`src/design/assert_macros.svh`:
```
// Assertion helpers shared by the RTL files.
`ifndef ASSERT_MACROS_SVH
`define ASSERT_MACROS_SVH

// Property checked on every rising clock edge, ignored while reset is held.
`define ASSERT_CLK(lbl, clk, rst_n, prop, msg) \
  lbl: assert property (@(posedge clk) disable iff (!rst_n) prop) else $error(msg);

// Property checked on every rising clock edge, reset cycles included.
`define ASSERT_ALWAYS(lbl, clk, prop, msg) \
  lbl: assert property (@(posedge clk) prop) else $error(msg);

`endif

```
`src/design/snpd_pkg.sv`:
```
`default_nettype none

package snpd_pkg;

  localparam int COORD_W    = 24;
  localparam int MAX_POINTS = 1024;
  localparam int IDX_W      = (MAX_POINTS > 1) ? $clog2(MAX_POINTS) : 1;
  localparam int CNT_W      = $clog2(MAX_POINTS + 1);
  localparam int DIFF_W     = COORD_W + 1;
  localparam int PROD_W     = 2 * COORD_W;
  localparam int SQ_W       = 2 * DIFF_W;
  localparam int ROOT_W     = DIFF_W;
  localparam int DIST_W     = 26;
  localparam int OUT_IDX_W  = 10;
  localparam int KIND_W     = 2;
  localparam int CFG_IDX_W  = 2;
  localparam int IN_TDATA_W  = 3 * COORD_W;
  localparam int OUT_TDATA_W = ((DIST_W + OUT_IDX_W + 7) / 8) * 8;

  typedef enum logic [KIND_W-1:0] {
    KIND_LOAD  = 2'd0,
    KIND_QUERY = 2'd1,
    KIND_CLEAR = 2'd2
  } kind_t;

  localparam logic [CFG_IDX_W-1:0] CFG_REF_X = 2'd0;
  localparam logic [CFG_IDX_W-1:0] CFG_REF_Y = 2'd1;
  localparam logic [CFG_IDX_W-1:0] CFG_REF_Z = 2'd2;

  // x sits in the low bits, matching the stream packing.
  typedef struct packed {
    logic signed [COORD_W-1:0] z;
    logic signed [COORD_W-1:0] y;
    logic signed [COORD_W-1:0] x;
  } point_t;

  typedef enum logic [1:0] {
    OP_SCAN = 2'd0,
    OP_QREF = 2'd1,
    OP_PREF = 2'd2
  } op_t;

  typedef struct packed {
    op_t              op;
    logic             last;
    logic [IDX_W-1:0] idx;
  } sd_tag_t;

  typedef struct packed {
    logic    valid;
    point_t  a;
    point_t  b;
    sd_tag_t tag;
  } sd_req_t;

  typedef struct packed {
    logic            valid;
    logic [SQ_W-1:0] sum;
    sd_tag_t         tag;
  } sd_rsp_t;

endpackage

`default_nettype wire

```
`src/design/snpd_sqdist.sv`:
```
`default_nettype none

module snpd_sqdist (
  input  wire                     clk,
  input  wire                     rst_n,
  input  wire snpd_pkg::sd_req_t  req,
  output snpd_pkg::sd_rsp_t       rsp
);
  import snpd_pkg::*;

  // Three stages: differences, squares, sum.
  logic                     v1_r, v2_r, v3_r;
  sd_tag_t                  tag1_r, tag2_r, tag3_r;
  logic signed [DIFF_W-1:0] dx_r, dy_r, dz_r;
  logic [PROD_W-1:0]        sx_r, sy_r, sz_r;
  logic [SQ_W-1:0]          sum_r;
  logic signed [SQ_W-1:0]   px, py, pz;

  assign px = dx_r * dx_r;
  assign py = dy_r * dy_r;
  assign pz = dz_r * dz_r;

  always_ff @(posedge clk) begin
    if (!rst_n) begin
      v1_r <= 1'b0;
      v2_r <= 1'b0;
      v3_r <= 1'b0;
    end else begin
      v1_r <= req.valid;
      v2_r <= v1_r;
      v3_r <= v2_r;
    end
  end

  always_ff @(posedge clk) begin
    dx_r   <= {req.a.x[COORD_W-1], req.a.x} - {req.b.x[COORD_W-1], req.b.x};
    dy_r   <= {req.a.y[COORD_W-1], req.a.y} - {req.b.y[COORD_W-1], req.b.y};
    dz_r   <= {req.a.z[COORD_W-1], req.a.z} - {req.b.z[COORD_W-1], req.b.z};
    tag1_r <= req.tag;
    sx_r   <= px[PROD_W-1:0];
    sy_r   <= py[PROD_W-1:0];
    sz_r   <= pz[PROD_W-1:0];
    tag2_r <= tag1_r;
    sum_r  <= SQ_W'(sx_r) + SQ_W'(sy_r) + SQ_W'(sz_r);
    tag3_r <= tag2_r;
  end

  assign rsp.valid = v3_r;
  assign rsp.sum   = sum_r;
  assign rsp.tag   = tag3_r;

endmodule

`default_nettype wire

```
`config.mk`:
```
export PLATFORM = sky130hd
export DESIGN_NAME = snpd_sqdist
export DESIGN_NICKNAME = d
export VERILOG_FILES = /design/src/design/assert_macros.svh /design/src/design/snpd_pkg.sv /design/src/design/snpd_sqdist.sv
export SDC_FILE = /design/constraint.sdc
export NUM_CORES = 2
export LEC_CHECK = 0
export ABC_AREA = 1
export BUFFER_PORTS_ARGS = -buffer_cell sky130_fd_sc_hd__buf_2
export CORE_ASPECT_RATIO = 1.4
export CORE_UTILIZATION = 52
export CTS_CLUSTER_DIAMETER = 200
export DETAILED_ROUTE_END_ITERATION = 6
export PLACE_DENSITY = 0.71
export SYNTH_ARGS = -nofsm -noshare
export SYNTH_HDL_FRONTEND = slang
export SYNTH_SLANG_ARGS = --single-unit
```
`constraint.sdc`:
```
create_clock -name clk -period 15.9 [get_ports clk]
set_input_delay 0.795 -clock clk [delete_from_list [all_inputs] [get_ports clk]]
set_output_delay 0.795 -clock clk [all_outputs]
set_load 0.02 [all_outputs]
```
* Word-level counts from Yosys, hierarchy flattened
Cells that the tools add are included.
Cells by class: add/sub/neg operators 5, multipliers 3
Operators by type and width (count):
- multiplier 25 x 25 -> 48 bit | 3
- subtractor 24 x 24 -> 25 bit | 3
- adder 49 x 48 -> 50 bit | 1
- adder 48 x 48 -> 49 bit | 1
Storage, ports and cells: register bits 311, output and inout port bits 64

* Depth between registers and ports, before layout
word-level depth 2, gate-level depth with buffers 31, depth with buffers taken out 29

* Worst setup path after synthesis
No wires, ideal clock.
path type register to register, from register dx_r[24], to register sx_r[47], setup time 0.112 ns, data arrival time 6.414 ns, required time 15.788 ns, path slack 9.374 ns, cell stages (with the launch flop) 28, path buffers 2, period minus slack after synthesis 6.526 ns, cells stage by stage dfxtp_1 -> clkbuf_1 -> buf_1 -> nand2_1 -> inv_1 -> fa_1 -> fa_1 -> fa_1 -> inv_1 -> fa_1 -> inv_1 -> fa_1 -> inv_1 -> fa_1 -> inv_1 -> fa_1 -> ha_1 -> nand2_1 -> nor2_1 -> nand2_1 -> nor2_2 -> inv_1 -> nor2_1 -> nand2_1 -> nand3_2 -> inv_1 -> nand2_1 -> nand2_1
Between the ends: longest elaborated chain between the ends 1
Ends and longest elaborated chain:
- start: declaration | RTL line snpd_sqdist.sv:14 | logic signed [DIFF_W-1:0] dx_r, dy_r, dz_r;
- start signal: assignment | RTL line snpd_sqdist.sv:36 | dx_r <= {req.a.x[COORD_W-1], req.a.x} - {req.b.x[COORD_W-1], req.b.x};
- multiplier 25 x 25 -> 48 bit | RTL line snpd_sqdist.sv:19 | assign px = dx_r * dx_r;
- net px[47] | RTL line snpd_sqdist.sv:17 | logic signed [SQ_W-1:0] px, py, pz;
- end signal: assignment | RTL line snpd_sqdist.sv:40 | sx_r <= px[PROD_W-1:0];
- end: declaration | RTL line snpd_sqdist.sv:15 | logic [PROD_W-1:0] sx_r, sy_r, sz_r;
The timed path passes the listed nets, and every way through them passes these cells. A chain may end at the register's enable or synchronous reset.

* Final worst setup path
from register dy_r[3], to register sy_r[30]
Between the ends: longest elaborated chain between the ends 1
Ends and longest elaborated chain:
- start: declaration | RTL line snpd_sqdist.sv:14
- start signal: assignment | RTL line snpd_sqdist.sv:37 | dy_r <= {req.a.y[COORD_W-1], req.a.y} - {req.b.y[COORD_W-1], req.b.y};
- multiplier 25 x 25 -> 48 bit | RTL line snpd_sqdist.sv:20 | assign py = dy_r * dy_r;
- net py[30] | RTL line snpd_sqdist.sv:17
- end signal: assignment | RTL line snpd_sqdist.sv:41 | sy_r <= py[PROD_W-1:0];
- end: declaration | RTL line snpd_sqdist.sv:15
The timed path passes the listed nets, and every way through them passes these cells.

==> key figures <==
Status
  – Status: complete, no violations

Critical path
  – Critical Path Fanout Max: 26
  – Crit path DAT: 7.87 ns
  – Crit path capture type: register
  – Worst setup SP type: register
  – Crit path kind: reg -> reg
  – Worst path required time: 16.39 ns
  – Reg2Reg Depth: 25

Global route
  – First-pass GRT wire length: 351.9 mm
  – Remaining global-route overflow: 0
  – All-Layer GR Usage: 0.2920
  – Largest net degree at the start of global routing: 36
  – Vias in the first global route: 68090
  – Antenna violations before repair: 7

CTS
  – CTS root buf: clkbuf_16
  – Clock sink count: 308
  – TritonCTS clock tree: done
  – CTS buffer count: 38
  – Post-CTS setup repair buffer count: 0
  – Post-CTS sizing: 0
  – Max Buffers Root-to-Sink: 3
  – Hold_buf cts: 0
  – H-tree level count: 2
  – Clock Latency Late Sink: 0.65 ns
  – Register clock-pin slew on the reported worst setup and hold paths: 0.07 ns

Die
  – Initial Utilization: 0.5250
  – Row Count: 169
  – Die H: 464.9 um
  – Core area: 151600 um^2
  – Die area: 154700 um^2
  – Horiz. Die Dim: 332.7 um
  – Ports: 224

Synthesis
  – Cell Area, Synth: 79600 um^2
  – Register area share after synthesis: 0.07747
  – Avg Synthesized Cell Area: 8.086 um^2
  – Synth cell types: 53
  – Cells after Synth: 9843
  – Synthesized flop and latch total: 308
  – Yosys warns: 0

Place
  – RePlAce Congestion: 1.024
  – DP Area: 82890 um^2
  – HPWL after DPL: 188.9 mm
  – IO Port Bufs: 223

Timing
  – Setup TNS Final: 0 ns
  – RSZ-0062 raised after global routing: false
  – Count of final setup violators: 0
  – Final Hold Viols: 0
  – Worst slew pin tran: 1.253 ns
  – Max-slew violations: 0
  – Crit share post-route: 0.4636
  – Slew headroom: 0.1637
  – Maximum clock rate: 135.7 MHz
  – Tmin final: 7.371 ns
  – Clock Skews: 0.03175 ns

Cells and area
  – Share of layout cells above drive strength 1: 0.04736
  – Final Cell Area: 84290 um^2
  – Final net count: 12510
  – Area delta synth->final: 5.896%
  – Most frequent cells in the layout: inv_1 (3011), nand2_1 (2192), fa_1 (1822), ha_1 (567), nor2_1 (452)
  – Most common cell after layout, fill and taps aside: inv_1

Min path
  – Min-delay worst type: in -> reg
  – Hold path depth: 1

Drt
  – 1st-pass router iterations: 5
  – DRC: 0
  – Via count: 61720
  – WL final: 218.7 mm
  – Via density: 5.163
  – Remaining antenna violation count: 0
  – First DRT Iteration DRCs: 3771
  – Routed len/inst: 18.29 um

Job
  – Number of max-cap violations: 0
cell type report:
class,instances,area [um^2]
well taps,1966,2460
fillers,13970,67320
clock buffers,46,1042
inverters,3019,11330
diodes,1,2.502
repair buffers,298,1679
clock inverters,24,357.8
multi-input cells,6292,61250
flip-flops and latches,308,6166
critical path, cell delays in order, from the launching register on:
cell     delay (ns)
dfxtp_1        1.15
nand2_1        0.29
fa_1           0.61
inv_1          0.05
fa_1           0.53
inv_1          0.06
fa_1           0.53
inv_1          0.05
fa_1           0.50
inv_1          0.06
fa_1           0.53
inv_1          0.05
fa_1           0.47
inv_1          0.05
fa_1           0.50
inv_1          0.06
ha_1           0.36
nand2_1        0.13
nor2_1         0.24
nand2_1        0.10
inv_1          0.09
nand2_1        0.06
inv_1          0.08
nand2_1        0.06
nand3_1        0.14
xor2_1         0.43
logic make-up (layout without fill, tap and decap cells):
kind of cell    Yosys count  after routing  share of synthesized area
fa+ha+maj              2389           2389                     0.5474
flops                   308            308                    0.07747
compound gates          602            602                    0.04181
other cells               1              4                 0.00004711
xor+xnor                211            211                    0.02331
buf+inv                3245           3387                     0.1531
simple gates           3087           3087                     0.1568
worst paths after layout:
kind         startpoint        end  slack (ns)
max             dy_r[3]   sy_r[30]        8.53
min              req[4]  tag1_r[4]        0.26
max reg2reg     dy_r[3]   sy_r[30]        8.53
min reg2reg  tag2_r[11]    rsp[11]        0.32
per-stage QoR:
step,instances,worst slack (ns),util,hold WS (ns)
after global placement,11880,8.636,0.5467,0.3102
after CTS,11950,8.600,0.5559,0.2142
after floorplan,9845,9.374,-,0.3096
final,11950,8.529,0.5559,0.2616
after global routing,11950,8.260,0.5559,0.2334
after detailed placement,11880,8.623,0.5467,0.3121
synthesized netlist by cell type (all sizes together):
cell / instances / area share
nor3b: 1 / 0.000094
nand2: 2220 / 0.11
xor2: 160 / 0.018
o21a: 13 / 0.0012
a31oi: 9 / 0.00071
nand2b: 1 / 0.000079
o21ai: 175 / 0.011
nand3b: 5 / 0.00047
nor3: 42 / 0.0031
a211oi: 5 / 0.00047
a21oi: 321 / 0.020
dfxtp: 308 / 0.077
and3: 5 / 0.00039
nor4: 5 / 0.00047
nand3: 243 / 0.016
nand4: 75 / 0.0060
a21boi: 12 / 0.0012
or2: 14 / 0.0011
clkbuf: 215 / 0.010
o31ai: 1 / 0.00016
ha: 567 / 0.089
o211ai: 7 / 0.00079
a21o: 16 / 0.0015
xnor2: 51 / 0.0056
inv: 3017 / 0.14
o21bai: 43 / 0.0042
nor2: 471 / 0.023
clkinv: 2 / 0.000094
fa: 1822 / 0.46
and2: 5 / 0.00039
conb: 1 / 0.000047
buf: 11 / 0.00061
sequential cells by signal, summed over array words and instances (netlist names):
| signal | flops |
|---|---|
| dx_r | 25 |
| dy_r | 25 |
| dz_r | 25 |
| rsp | 13 |
| sum_r | 50 |
| sx_r | 47 |
| sy_r | 47 |
| sz_r | 47 |
| tag1_r | 13 |
| tag2_r | 13 |
| v1_r | 1 |
| v2_r | 1 |
| v3_r | 1 |
metal layers:
| layer | share of wire | global-route usage | vias to the layer above | wire, um |
|---|---|---|---|---|
| met1 | 0.37 | 0.3387 | 30700 | 81320 |
| met5 | 0.000073 | 0 | - | 16 |
| met2 | 0.52 | 0.5311 | 2053 | 113100 |
| met4 | 0.055 | 0.1458 | 4 | 12070 |
| li1 | - | - | 28340 | - |
| met3 | 0.055 | 0.03295 | 630 | 12130 |
Power is not shown: default switching activity piles up to over one toggle a cycle in this logic, so the estimate is an artifact.
