===== src/design/assert_macros.svh =====
// Assertion helpers shared by the RTL files.
`ifndef ASSERT_MACROS_SVH
`define ASSERT_MACROS_SVH

// Property checked on every rising clock edge, ignored while reset is held.
`define ASSERT_CLK(lbl, clk, rst_n, prop, msg) \
  lbl: assert property (@(posedge clk) disable iff (!rst_n) prop) else $error(msg);

// Property checked on every rising clock edge, reset cycles included.
`define ASSERT_ALWAYS(lbl, clk, prop, msg) \
  lbl: assert property (@(posedge clk) prop) else $error(msg);

`endif


===== src/design/snpd_pkg.sv =====
`default_nettype none

package snpd_pkg;

  localparam int COORD_W    = 24;
  localparam int MAX_POINTS = 1024;
  localparam int IDX_W      = (MAX_POINTS > 1) ? $clog2(MAX_POINTS) : 1;
  localparam int CNT_W      = $clog2(MAX_POINTS + 1);
  localparam int DIFF_W     = COORD_W + 1;
  localparam int PROD_W     = 2 * COORD_W;
  localparam int SQ_W       = 2 * DIFF_W;
  localparam int ROOT_W     = DIFF_W;
  localparam int DIST_W     = 26;
  localparam int OUT_IDX_W  = 10;
  localparam int KIND_W     = 2;
  localparam int CFG_IDX_W  = 2;
  localparam int IN_TDATA_W  = 3 * COORD_W;
  localparam int OUT_TDATA_W = ((DIST_W + OUT_IDX_W + 7) / 8) * 8;

  typedef enum logic [KIND_W-1:0] {
    KIND_LOAD  = 2'd0,
    KIND_QUERY = 2'd1,
    KIND_CLEAR = 2'd2
  } kind_t;

  localparam logic [CFG_IDX_W-1:0] CFG_REF_X = 2'd0;
  localparam logic [CFG_IDX_W-1:0] CFG_REF_Y = 2'd1;
  localparam logic [CFG_IDX_W-1:0] CFG_REF_Z = 2'd2;

  // x sits in the low bits, matching the stream packing.
  typedef struct packed {
    logic signed [COORD_W-1:0] z;
    logic signed [COORD_W-1:0] y;
    logic signed [COORD_W-1:0] x;
  } point_t;

  typedef enum logic [1:0] {
    OP_SCAN = 2'd0,
    OP_QREF = 2'd1,
    OP_PREF = 2'd2
  } op_t;

  typedef struct packed {
    op_t              op;
    logic             last;
    logic [IDX_W-1:0] idx;
  } sd_tag_t;

  typedef struct packed {
    logic    valid;
    point_t  a;
    point_t  b;
    sd_tag_t tag;
  } sd_req_t;

  typedef struct packed {
    logic            valid;
    logic [SQ_W-1:0] sum;
    sd_tag_t         tag;
  } sd_rsp_t;

endpackage

`default_nettype wire


===== src/design/snpd_isqrt.sv =====
`default_nettype none
`include "assert_macros.svh"

module snpd_isqrt (
  input  wire                          clk,
  input  wire                          rst_n,
  input  wire                          start,
  input  wire  [snpd_pkg::SQ_W-1:0]    radicand,
  output logic                         done,
  output logic [snpd_pkg::ROOT_W-1:0]  root
);
  import snpd_pkg::*;

  localparam int REM_W  = ROOT_W + 2;
  localparam int STEP_W = $clog2(ROOT_W);

  logic              busy_r, done_r;
  logic [STEP_W-1:0] cnt_r;
  logic [SQ_W-1:0]   rad_r;
  logic [REM_W-1:0]  rem_r;
  logic [ROOT_W-1:0] root_r;
  logic [REM_W+1:0]  rem_sh, trial, diff;
  logic              ge;

  // One result bit per cycle, two radicand bits brought down each step.
  assign rem_sh = {rem_r, rad_r[SQ_W-1 -: 2]};
  assign trial  = (REM_W + 2)'({root_r, 2'b01});
  assign ge     = rem_sh >= trial;
  assign diff   = rem_sh - trial;

  always_ff @(posedge clk) begin
    if (!rst_n) begin
      busy_r <= 1'b0;
      done_r <= 1'b0;
    end else begin
      done_r <= 1'b0;
      if (start) begin
        busy_r <= 1'b1;
      end else if (busy_r && cnt_r == '0) begin
        busy_r <= 1'b0;
        done_r <= 1'b1;
      end
    end
  end

  always_ff @(posedge clk) begin
    if (start) begin
      rad_r  <= radicand;
      rem_r  <= '0;
      root_r <= '0;
      cnt_r  <= STEP_W'(ROOT_W - 1);
    end else if (busy_r) begin
      rad_r  <= rad_r << 2;
      rem_r  <= ge ? diff[REM_W-1:0] : rem_sh[REM_W-1:0];
      root_r <= {root_r[ROOT_W-2:0], ge};
      cnt_r  <= cnt_r - 1'b1;
    end
  end

  assign done = done_r;
  assign root = root_r;

  `ASSERT_CLK(a_start_when_free, clk, rst_n, start |-> !busy_r, "isqrt restarted while busy")
  `ASSERT_CLK(a_done_idle, clk, rst_n, done_r |-> !busy_r, "isqrt done while still busy")
  `ASSERT_CLK(a_done_pulse, clk, rst_n, done_r |=> !done_r, "isqrt done held past one cycle")

endmodule

`default_nettype wire


===== config.mk =====
export PLATFORM = sky130hd
export DESIGN_NAME = snpd_isqrt
export DESIGN_NICKNAME = d
export VERILOG_FILES = /design/src/design/snpd_pkg.sv /design/src/design/snpd_isqrt.sv
export VERILOG_INCLUDE_DIRS = /design/src /design/src/design
export SDC_FILE = /design/constraint.sdc
export NUM_CORES = 1
export LEC_CHECK = 0
export BUFFER_PORTS_ARGS = -buffer_cell sky130_fd_sc_hd__buf_2
export CAP_MARGIN = 5
export CORE_UTILIZATION = 55
export DETAILED_ROUTE_END_ITERATION = 16
export PLACE_DENSITY = 0.77
export RECOVER_POWER = 50
export SLEW_MARGIN = 25
export SYNTH_ARGS = -nofsm -noshare
export SYNTH_HDL_FRONTEND = slang
export SYNTH_SLANG_ARGS = --single-unit
export TNS_END_PERCENT = 1

===== constraint.sdc =====
create_clock -name clk -period 7.7 [get_ports clk]
set_clock_uncertainty 0.15 [all_clocks]
set_input_delay 1.925 -clock clk [delete_from_list [all_inputs] [get_ports clk]]
set_output_delay 1.925 -clock clk [all_outputs]
set_load 0.03 [all_outputs]

Word level (Yosys, flattened, before mapping)
Cells that the tools add are included.
{"block": "totals", "register_bits": 109, "input_bits": 53, "out_inout_bits": 26, "word_cells": 21}
{"block": "classes", "add_sub_neg": 2, "order_cmp": 1, "n_mux": 6, "bitwise": 1, "n_reduce_logical": 5}
{"cell": "50-bit two-way mux", "count": 2}
{"cell": "29-bit by 27-bit greater-or-equal comparator with 1-bit output", "count": 1}
{"cell": "27-bit two-way mux", "count": 1}
{"cell": "27-bit subtractor", "count": 1}
{"cell": "5-bit zero test", "count": 1}
{"cell": "5-bit by 1-bit subtractor with 5-bit output (second input constant)", "count": 1}
{"cell": "2-bit nonzero test", "count": 2}
{"cell": "1-bit two-way mux", "count": 3}
{"cell": "2-bit OR reduction", "count": 1}
{"cell": "1-bit logical AND", "count": 1}
{"cell": "1-bit NOT", "count": 1}

Logic depth before layout (Yosys ltp)
Gate-level depths: netlist (run 1).
{"block": "depth", "ltp_word": 4, "mapped_depth": 13}

Worst setup path after synthesis (run 1)
No wires, ideal clock.
{"block": "synth_timing", "path_type": "input-to-reg", "from": "input start", "to": "register rad_r[0], enable pin", "setup_ns": 0.404, "arrival_ns": 3.395, "path_slack_ns": 3.750, "stages": 4, "path_cell_list": "clkbuf_1 > nor2_1 > clkbuf_1 > inv_1"}
{"block": "synth_between", "elab_chain_cells": 1}
{"item": "start: declaration", "line_no": "snpd_isqrt.sv:7", "rtl": "input wire start,"}
{"item": "2-bit nonzero test (no line)"}
{"item": "end signal: assignment", "line_no": "snpd_isqrt.sv:48", "rtl": "rad_r <= radicand;"}
{"item": "end signal: assignment", "line_no": "snpd_isqrt.sv:53", "rtl": "rad_r <= rad_r << 2;"}
{"item": "end: declaration", "line_no": "snpd_isqrt.sv:19", "rtl": "logic [SQ_W-1:0] rad_r;"}
Every way passes these cells.
A chain may end at the register's enable or synchronous reset.

Worst setup path in the final report (run 1)
{"block": "layout_timing", "from": "register root_r[12], in the netlist root[12]", "to": "register rem_r[9]"}
{"block": "layout_between", "elab_chain_cells": 2}
{"item": "start: declaration", "line_no": "snpd_isqrt.sv:21", "rtl": "logic [ROOT_W-1:0] root_r;"}
{"item": "start signal: assignment", "line_no": "snpd_isqrt.sv:55", "rtl": "root_r <= {root_r[ROOT_W-2:0], ge};"}
{"item": "29-bit by 27-bit greater-or-equal comparator with 1-bit output", "line_no": "snpd_isqrt.sv:28", "rtl": "assign ge = rem_sh >= trial;"}
{"item": "27-bit two-way mux", "line_no": "snpd_isqrt.sv:54", "rtl": "rem_r <= ge ? diff[REM_W-1:0] : rem_sh[REM_W-1:0];"}
{"item": "end signal: assignment", "line_no": "snpd_isqrt.sv:54"}
{"item": "end: declaration", "line_no": "snpd_isqrt.sv:20", "rtl": "logic [REM_W-1:0] rem_r;"}
Every way passes these cells.

==> impl_metrics.csv, run 1 <==
group,metric,value,unit
sta,hold_violations,0,
yosys,synth.top_cell.area_share,0.2507,
sta,rsz0062_at_grt,"false",
sta,final.period_utilization,0.5049,
clock_network,htreeDepth,3,
setup_path,start_kind,"flip-flop",
yosys,synth_fp_nets,662,
place,finalWeightedCongestion,0.9440,
yosys,synth_flop_cell,"dfxtp_1",
route,via_per_inst,5.697,
yosys,syn-mean-instance-area,10.33,um^2
grt,grt_pass1_vias,4260,
route,postRouteAntennaNets,0,
layout,final_layout_size_suffix_gt1_frac,0.2046,
die,ios,79,
min_path,hold_class,"reg -> reg",
yosys,yosysWarnings,0,
sta,worstMarginPinSlew,1512,ps
clock_network,clk_pin_slew_worst_paths,100,ps
grt,grt_overflow,0,
layout,post-route-util,0.6292,
route,drtIter0Drc,227,
clock_network,cts-root-buf,"clkbuf_8",
grt,antenna_found_initial,0,
min_path,whs_path_depth,2,
clock_network,hold_buffers,0,
layout,syn_to_final_growth,9.902,%
route,routed_wl,12070,um
sta,maxSlewHeadroom,-0.008304,
pwr,power_density,344.7,nW/um^2
setup_path,end_kind,"flip-flop",
grt,grt_max_degree,67,
yosys,ys_seq_elements,109,
layout,num-nets-final,727,
clock_network,cts_tree,"built",
die,initial_core_util,0.5725,
setup_path,reg2reg_depth,10,
sta,tns,0,ps
yosys,synthArstFlopShare,0,
place,portBuffers,78,
route,wl_per_cell,15.35,um
grt,grt_pass1_wl,20090,um
clock_network,postCtsSetupRepairBufs,0,
sta,slew_violations,26,
setup_path,required,7830,ps
yosys,ys_types,56,
die,dieArea,11310,um^2
clock_network,clk_path_buf_depth,2,
yosys,yosys.area.top_type,"edfxtp_1",
pwr,p_leak,0.002624,uW
setup_path,crit_fanout,25,
clock_network,cts.sinks,109,
route,drc,0,
sta,period_minus_slack,3888,ps
die,rows,37,
setup_path,critPathKind,"reg -> reg",
clock_network,numCtsBuffers,9,
layout,fillCellCount,908,
sta,setup_viol,0,
clock_network,clk-insertion-delay-late,370,ps
yosys,yosysSeqAreaShare,0.4479,
layout,fin_area,6583,um^2
yosys,syn_area,5989,um^2
clock_network,ctsResizeCount,0,
die,die_h,106.4,um
die,core_area,10460,um^2
setup_path,reg2reg_to,"rem_r[9]",
yosys,synth.area.top_cells,"edfxtp_1, dfxtp_1, mux2_2",
route,drtPass1Iterations,6,
die,die_w,106.4,um
yosys,syn_inst,580,
layout,antennaDiodeCount,0,
setup_path,rr_startpoint,"root[12]",
place,dp_hpwl,8342,um
sta,max_freq,257.2,MHz
min_path,worstHoldStart,"rem_r[0]",
outcome,status,"finished, violations left",
yosys,synth_edf_count,50,
grt,track_usage,0.2242,
job,maxCapViolCount,1,
setup_path,crit_arrival,4020,ps
route,vias,4478,
pwr,irDropWorstVdd,0.1711,mV
setup_path,reg2reg_slack,3810,ps
outcome,violations,"max-capacitance violations, max-slew violations",
min_path,hold_path_end,"rem_r[0]",
place,dpl_cell_area,6431,um^2
-- registers in the layout (all words and copies together), names as in the netlist --
name	flops
busy_r	1
cnt_r	5
done	1
rad_r	50
rem_r	27
root	25
-- how the worst max path moves through the flow --
stage              from   endpoint  depth (start not counted)
3_3_place_gp      start   rad_r[4]                          3
6_report       root[12]   rem_r[9]                         10
4_1_cts           start  rem_r[24]                          7
5_1_grt        root[12]   rem_r[9]                         10
3_5_place_dp      start  rem_r[24]                          7
2_1_floorplan     start   rad_r[0]                          4
-- final cells by class --
type | count | area [um^2] | area share
multi-input cells | 408 | 3030 | 0.4604
flip-flops and latches | 109 | 2684 | 0.4077
repair buffers | 80 | 375.4 | 0.05702
well taps | 136 | 170.2 | 0.02585
inverters | 37 | 138.9 | 0.02110
clock buffers | 11 | 131.4 | 0.01996
clock inverters | 5 | 52.55 | 0.007983
-- metal layers --
| metal | vias to the layer above | share of wire | track usage |
|---|---|---|---|
| li1 | 2224 | - | - |
| met1 | 2105 | 0.46 | 0.2981 |
| met2 | 133 | 0.46 | 0.3599 |
| met3 | 16 | 0.061 | 0.05579 |
| met4 | 0 | 0.017 | 0.06746 |
| met5 | - | 0 | 0 |
-- worst max-delay path: stages (launching register included) --
cell and delay (ps):
dfxtp_1 390, inv_1 60, ha_1 350, a21o_1 210, a21o_1 170, a21o_1 190
a211o_1 310, o211ai_4 270, and2_0 1190, nand2_1 190, a311oi_2 300
-- placed cells by master (no fill, tap or decap), drive strengths merged, types with 7 or more instances in the layout --
cell / n
nand2: 56
a311oi: 15
a21oi: 23
mux2i: 28
buf: 54
nor3: 10
inv: 38
o21ai: 18
ha: 29
mux2: 48
xnor2: 17
dfxtp: 59
clkbuf: 37
edfxtp: 50
o21a: 7
a21o: 16
nor2: 64
xor2: 9
-- logic make-up after synthesis --
logic type	share of synthesized area
buffers and inverters	0.04616
AO/OA/AOI/OAI	0.1481
XOR/XNOR	0.03802
AND/OR/NAND/NOR	0.1222
adder cells (fa/ha/maj)	0.06058
multiplexers	0.1370
flip-flops	0.4479
-- per-stage QoR --
step	setup slack, ps	total power [uW]	std cells	hold WS [ps]
finish	3812	2269	786	345.4
CTS	3929	2266	786	344.7
detailed placement	3508	1920	770	330.3
floorplan	3750	1767	580	292.6
global route	3528	2428	786	386.3
global placement	3613	1892	770	311.3
-- power by group --
group / switching, uW / internal (uW)
logic: 718 / 467
clock network: 193 / 150
registers: 53.4 / 687
-- cells in the mapped netlist (12+ instances only) --
| master | n |
|---|---|
| nand2_1 | 56 |
| mux2_2 | 48 |
| a21oi_1 | 22 |
| inv_1 | 37 |
| mux2i_1 | 28 |
| a21o_1 | 16 |
| nor2_1 | 64 |
| xnor2_1 | 17 |
| clkbuf_1 | 17 |
| o21ai_0 | 12 |
| ha_1 | 29 |
| dfxtp_1 | 59 |
| edfxtp_1 | 50 |
Note: power is estimated with default switching activity, not from simulation.
==> inputs of run 2 (changes only) <==
clock period = 3.65 ns   (was 7.7 ns; I/O delays follow)
==> run 2 against run 1 <==
  * The run now ends clean
  * Cell area grew 1.1%
  * Highest routed layer unchanged
  * Routed wire length shrank 0.94%
  * Combinational power grew 110%
  * Final cell count grew 0.64%
  * Critical path depth grew 1
  * Setup slack lost 3400 ps
  * Largest power group unchanged
  * First-iteration DRC count shrank 30%
  * Clock power grew 120%
  * Sequential share of layout area shrank 0.44 points
  * Sequential cell count is the same
==> impl_metrics.csv, run 2 (synthesized netlist as in run 1, its figures left out) <==
group,metric,value,unit
die,die_w,106.4,um
layout,syn_to_final_growth,11.09,%
job,maxCapViolCount,0,
route,drtPass1Iterations,5,
die,initial_core_util,0.5725,
route,routed_wl,11950,um
clock_network,hold_buffers,0,
clock_network,clk_path_buf_depth,2,
grt,grt_overflow,0,
die,core_area,10460,um^2
sta,slew_violations,0,
layout,final_cells,791,
sta,hold_violations,0,
route,postRouteAntennaNets,0,
setup_path,end_kind,"flip-flop",
layout,regMostFlops,"rad_r",
sta,setup_viol,0,
setup_path,crit_fanout,19,
clock_network,numCtsBuffers,9,
clock_network,cts.sinks,109,
pwr,irDropWorstVdd,0.4624,mV
sta,rsz0062_at_grt,"false",
clock_network,clk-insertion-delay-late,370,ps
place,finalWeightedCongestion,0.9155,
clock_network,postCtsSetupRepairBufs,0,
sta,final.period_utilization,0.8916,
place,portBuffers,78,
route,drc,0,
route,drtIter0Drc,158,
layout,final_layout_size_suffix_gt1_frac,0.2260,
die,ios,79,
clock_network,clk_pin_slew_worst_paths,100,ps
clock_network,ctsResizeCount,0,
layout,antennaDiodeCount,0,
layout,largest_reg_flops,50,
place,dp_hpwl,8682,um
sta,worstMarginPinSlew,1202,ps
clock_network,htreeDepth,3,
sta,max_freq,307.3,MHz
route,via_per_inst,5.649,
setup_path,crit_arrival,3370,ps
setup_path,start_kind,"flip-flop",
setup_path,required,3770,ps
die,die_h,106.4,um
die,dieArea,11310,um^2
outcome,status,"finished, final reports clean",
route,wl_per_cell,15.11,um
grt,grt_pass1_vias,4500,
place,dp_slack,482.3,ps
sta,layout_setup_ws,395.6,ps
min_path,hold_class,"reg -> reg",
layout,final_common_cell,"nor2_1",
sta,period_minus_slack,3254,ps
grt,track_usage,0.2219,
grt,grt_pass1_wl,20150,um
layout,num-nets-final,732,
sta,tns,0,ps
clock_network,cts_tree,"built",
sta,maxSlewHeadroom,0.1983,
grt,antenna_found_initial,0,
setup_path,critPathKind,"reg -> reg",
route,vias,4468,
grt,grt_max_degree,51,
pwr,p_leak,0.002694,uW
pwr,power_density,726.5,nW/um^2
clock_network,cts-root-buf,"clkbuf_8",
die,rows,37,
layout,mostFrequentLayoutCells,"nor2_1, buf_2, dfxtp_1",
place,dp.cells,775,
-- run 2: stage by stage --
stage / total power, uW / instance area, um^2 / hold WS [ps] / utilization
global placement: 4025 / 6481 / 310.5 / 0.6195
finish: 4834 / 6654 / 356.4 / 0.6360
detailed placement: 4082 / 6481 / 332.2 / 0.6195
global route: 5173 / 6654 / 391.2 / 0.6360
floorplan: 3727 / 5989 / 292.6 / -
CTS: 4839 / 6686 / 353.5 / 0.6391
-- run 2: area by class of cell --
class / count / area, um^2
well taps: 136 / 170.2
inverters: 37 / 138.9
multi-input cells: 408 / 3030
repair buffers: 85 / 425.4
clock buffers: 11 / 152.6
clock inverters: 5 / 52.55
flip-flops and latches: 109 / 2684
fillers: 919 / 3809
-- run 2: final timing paths --
path | endpoint | slack [ps] | startpoint | depth (start not counted)
worst min register to register | rem_r[0] | 360 | rem_r[0] | 2
worst max-delay path | rem_r[16] | 400 | root[12] | 11
worst min-delay path | rem_r[0] | 360 | rem_r[0] | 2
worst max register to register | rem_r[16] | 400 | root[12] | 11
-- run 2: power breakdown --
group          switching (uW)  leakage [uW]  internal (uW)  total, uW
Sequential                117      0.000986           1450       1570
Combinational            1500       0.00161           1030       2530
Clock                     438      0.000100            305        743
-- run 2: critical path, stage by stage, from the launching register on --
cell and delay [ps]:
dfxtp_1 380, inv_1 60, ha_1 350, a21o_1 210, a21o_1 180, a21o_1 210, a211o_1 330, o211ai_4 260
and2_1 340, buf_4 320, nand2_1 110, a311oi_2 250
-- run 2: per-layer routing --
metal  wire length [um]  global-route usage
met5                  0                   0
met4                132             0.05754
met3                686             0.05886
met2               5733              0.3789
met1               5402              0.2768
==> inputs of run 3 (changes only) <==
BUFFER_PORTS_ARGS = -buffer_cell sky130_fd_sc_hd__clkbuf_2   (was -buffer_cell sky130_fd_sc_hd__buf_2)
CAP_MARGIN = default   (was 5)
PLACE_DENSITY = default   (was 0.77)
PLACE_DENSITY_LB_ADDON = 0.3   (was default)
==> run 3 against run 2 <==
  * Utilization up 0.13 points
  * Clock-buffer cell count is 2 lower
  * Via count down 1.2%
  * Combinational power increased by 3%
  * Hold slack worse by 25 ps
  * Sequential cell count did not move
  * Non-clock buffer count rose by 1
  * Critical path type unchanged
==> impl_metrics.csv, run 3 (synthesized netlist as in run 1, its figures left out) <==
group,metric,value,unit
outcome,status,"finished, final reports clean",
route,drtIter0Drc,205,
clock_network,cts-root-buf,"clkbuf_8",
route,postRouteAntennaNets,0,
route,via_per_inst,5.572,
setup_path,critPathLaunch,"root[12]",
grt,grt_pass1_wl,20310,um
layout,antennaDiodeCount,0,
sta,tns,0,ps
clock_network,clk_pin_slew_worst_paths,110,ps
sta,max_freq,314.0,MHz
grt,grt_max_degree,55,
grt,track_usage,0.2277,
setup_path,start_kind,"flip-flop",
pwr,irDropWorstVdd,0.3897,mV
sta,period_minus_slack,3185,ps
layout,mostFrequentLayoutCells,"nor2_1, dfxtp_1, nand2_1",
job,maxCapViolCount,0,
setup_path,rr_startpoint,"root[12]",
clock_network,htreeDepth,3,
layout,num-nets-final,733,
min_path,hold_class,"reg -> reg",
setup_path,required,3810,ps
route,vias,4413,
sta,slew_violations,0,
die,die_w,106.4,um
route,drc,0,
setup_path,end_kind,"flip-flop",
clock_network,numCtsBuffers,9,
grt,antenna_found_initial,0,
layout,regArea,2683,um^2
pwr,p_leak,0.002678,uW
layout,final_layout_size_suffix_gt1_frac,0.2149,
layout,regMostFlops,"rad_r",
layout,largest_reg_flops,50,
sta,final.period_utilization,0.8727,
die,ios,79,
grt,grt_overflow,0,
die,core_area,10460,um^2
layout,syn_to_final_growth,11.32,%
sta,rsz0062_at_grt,"false",
die,dieArea,11310,um^2
sta,maxSlewHeadroom,0.1622,
clock_network,postCtsSetupRepairBufs,0,
layout,fillCellCount,884,
clock_network,cts_tree,"built",
clock_network,cts.sinks,109,
min_path,worstHoldStart,"rem_r[0]",
clock_network,clk-insertion-delay-late,410,ps
sta,hold_violations,0,
layout,multi_input_area,3037,um^2
route,wl_per_cell,15.30,um
die,initial_core_util,0.5725,
setup_path,crit_arrival,3340,ps
place,dp_hpwl,8737,um
sta,worstMarginPinSlew,1257,ps
route,routed_wl,12120,um
layout,final_common_cell,"nor2_1",
setup_path,critPathKind,"reg -> reg",
place,portBuffers,78,
route,drtPass1Iterations,4,
die,rows,37,
sta,whs,331.1,ps
pwr,power_density,744.4,nW/um^2
die,die_h,106.4,um
setup_path,crit_fanout,19,
sta,setup_viol,0,
place,finalWeightedCongestion,0.8929,
grt,grt_pass1_vias,4437,
clock_network,clk_path_buf_depth,2,
## run 3: changes by cell type in the layout (fill, tap and decap cells not counted), moves of 2 or more
cell / previous run / this run
buf_2: 62 / 0
clkbuf_1: 19 / 28
clkbuf_2: 1 / 52
inv_8: 1 / 4
buf_4: 3 / 5
## run 3: worst paths after layout
path	end	slack, ps	cells past startpoint
worst max-delay path	rem_r[3]	460	11
worst min register to register	rem_r[0]	330	2
worst max register to register	rem_r[3]	460	11
worst min-delay path	rem_r[0]	330	2
## run 3: per-stage QoR
step	worst slack [ps]	cells	power, uW	cell area [um^2]	util
2_1_floorplan	713.0	580	3727	5989	-
3_3_place_gp	576.1	776	4089	6489	0.6202
3_5_place_dp	499.4	776	4159	6489	0.6202
4_1_cts	473.8	792	4976	6705	0.6409
5_1_grt	196.9	792	5325	6668	0.6373
6_report	464.8	792	4964	6668	0.6373
## run 3: final cells by class
cell class              count  share of cell area
inverters                  37             0.02083
well taps                 136             0.02552
clock buffers               9             0.01858
flip-flops and latches    109              0.4023
repair buffers             86             0.06343
clock inverters             7             0.01389
multi-input cells         408              0.4554
## run 3: worst max-delay path, stage by stage (launching register included)
cell and delay [ps]:
dfxtp_1 390, inv_1 60, ha_1 360, a21o_1 210, a21o_1 170, a21o_1 180
a211o_1 310, o211ai_4 250, and2_1 350, buf_4 320, nand2_1 90, a311oi_1 260
## run 3: layer usage
layer	wire length (um)	track usage	up-vias
met5	0	0	-
li1	-	-	2227
met4	134	0.05456	0
met1	5359	0.2728	2068
met2	5851	0.3919	104
met3	774	0.07664	14
## run 3: timing repair
action | 4_1_cts | 5_1_grt
setup endpoints to repair | 0 | 1
resized for setup | 0 | 1
hold buffers | 0 | 0
## run 3: where the power goes
| part | internal (uW) | total, uW | switching (uW) |
|---|---|---|---|
| Sequential | 1450 | 1550 | 106 |
| Clock | 341 | 810 | 468 |
| Combinational | 1090 | 2600 | 1510 |
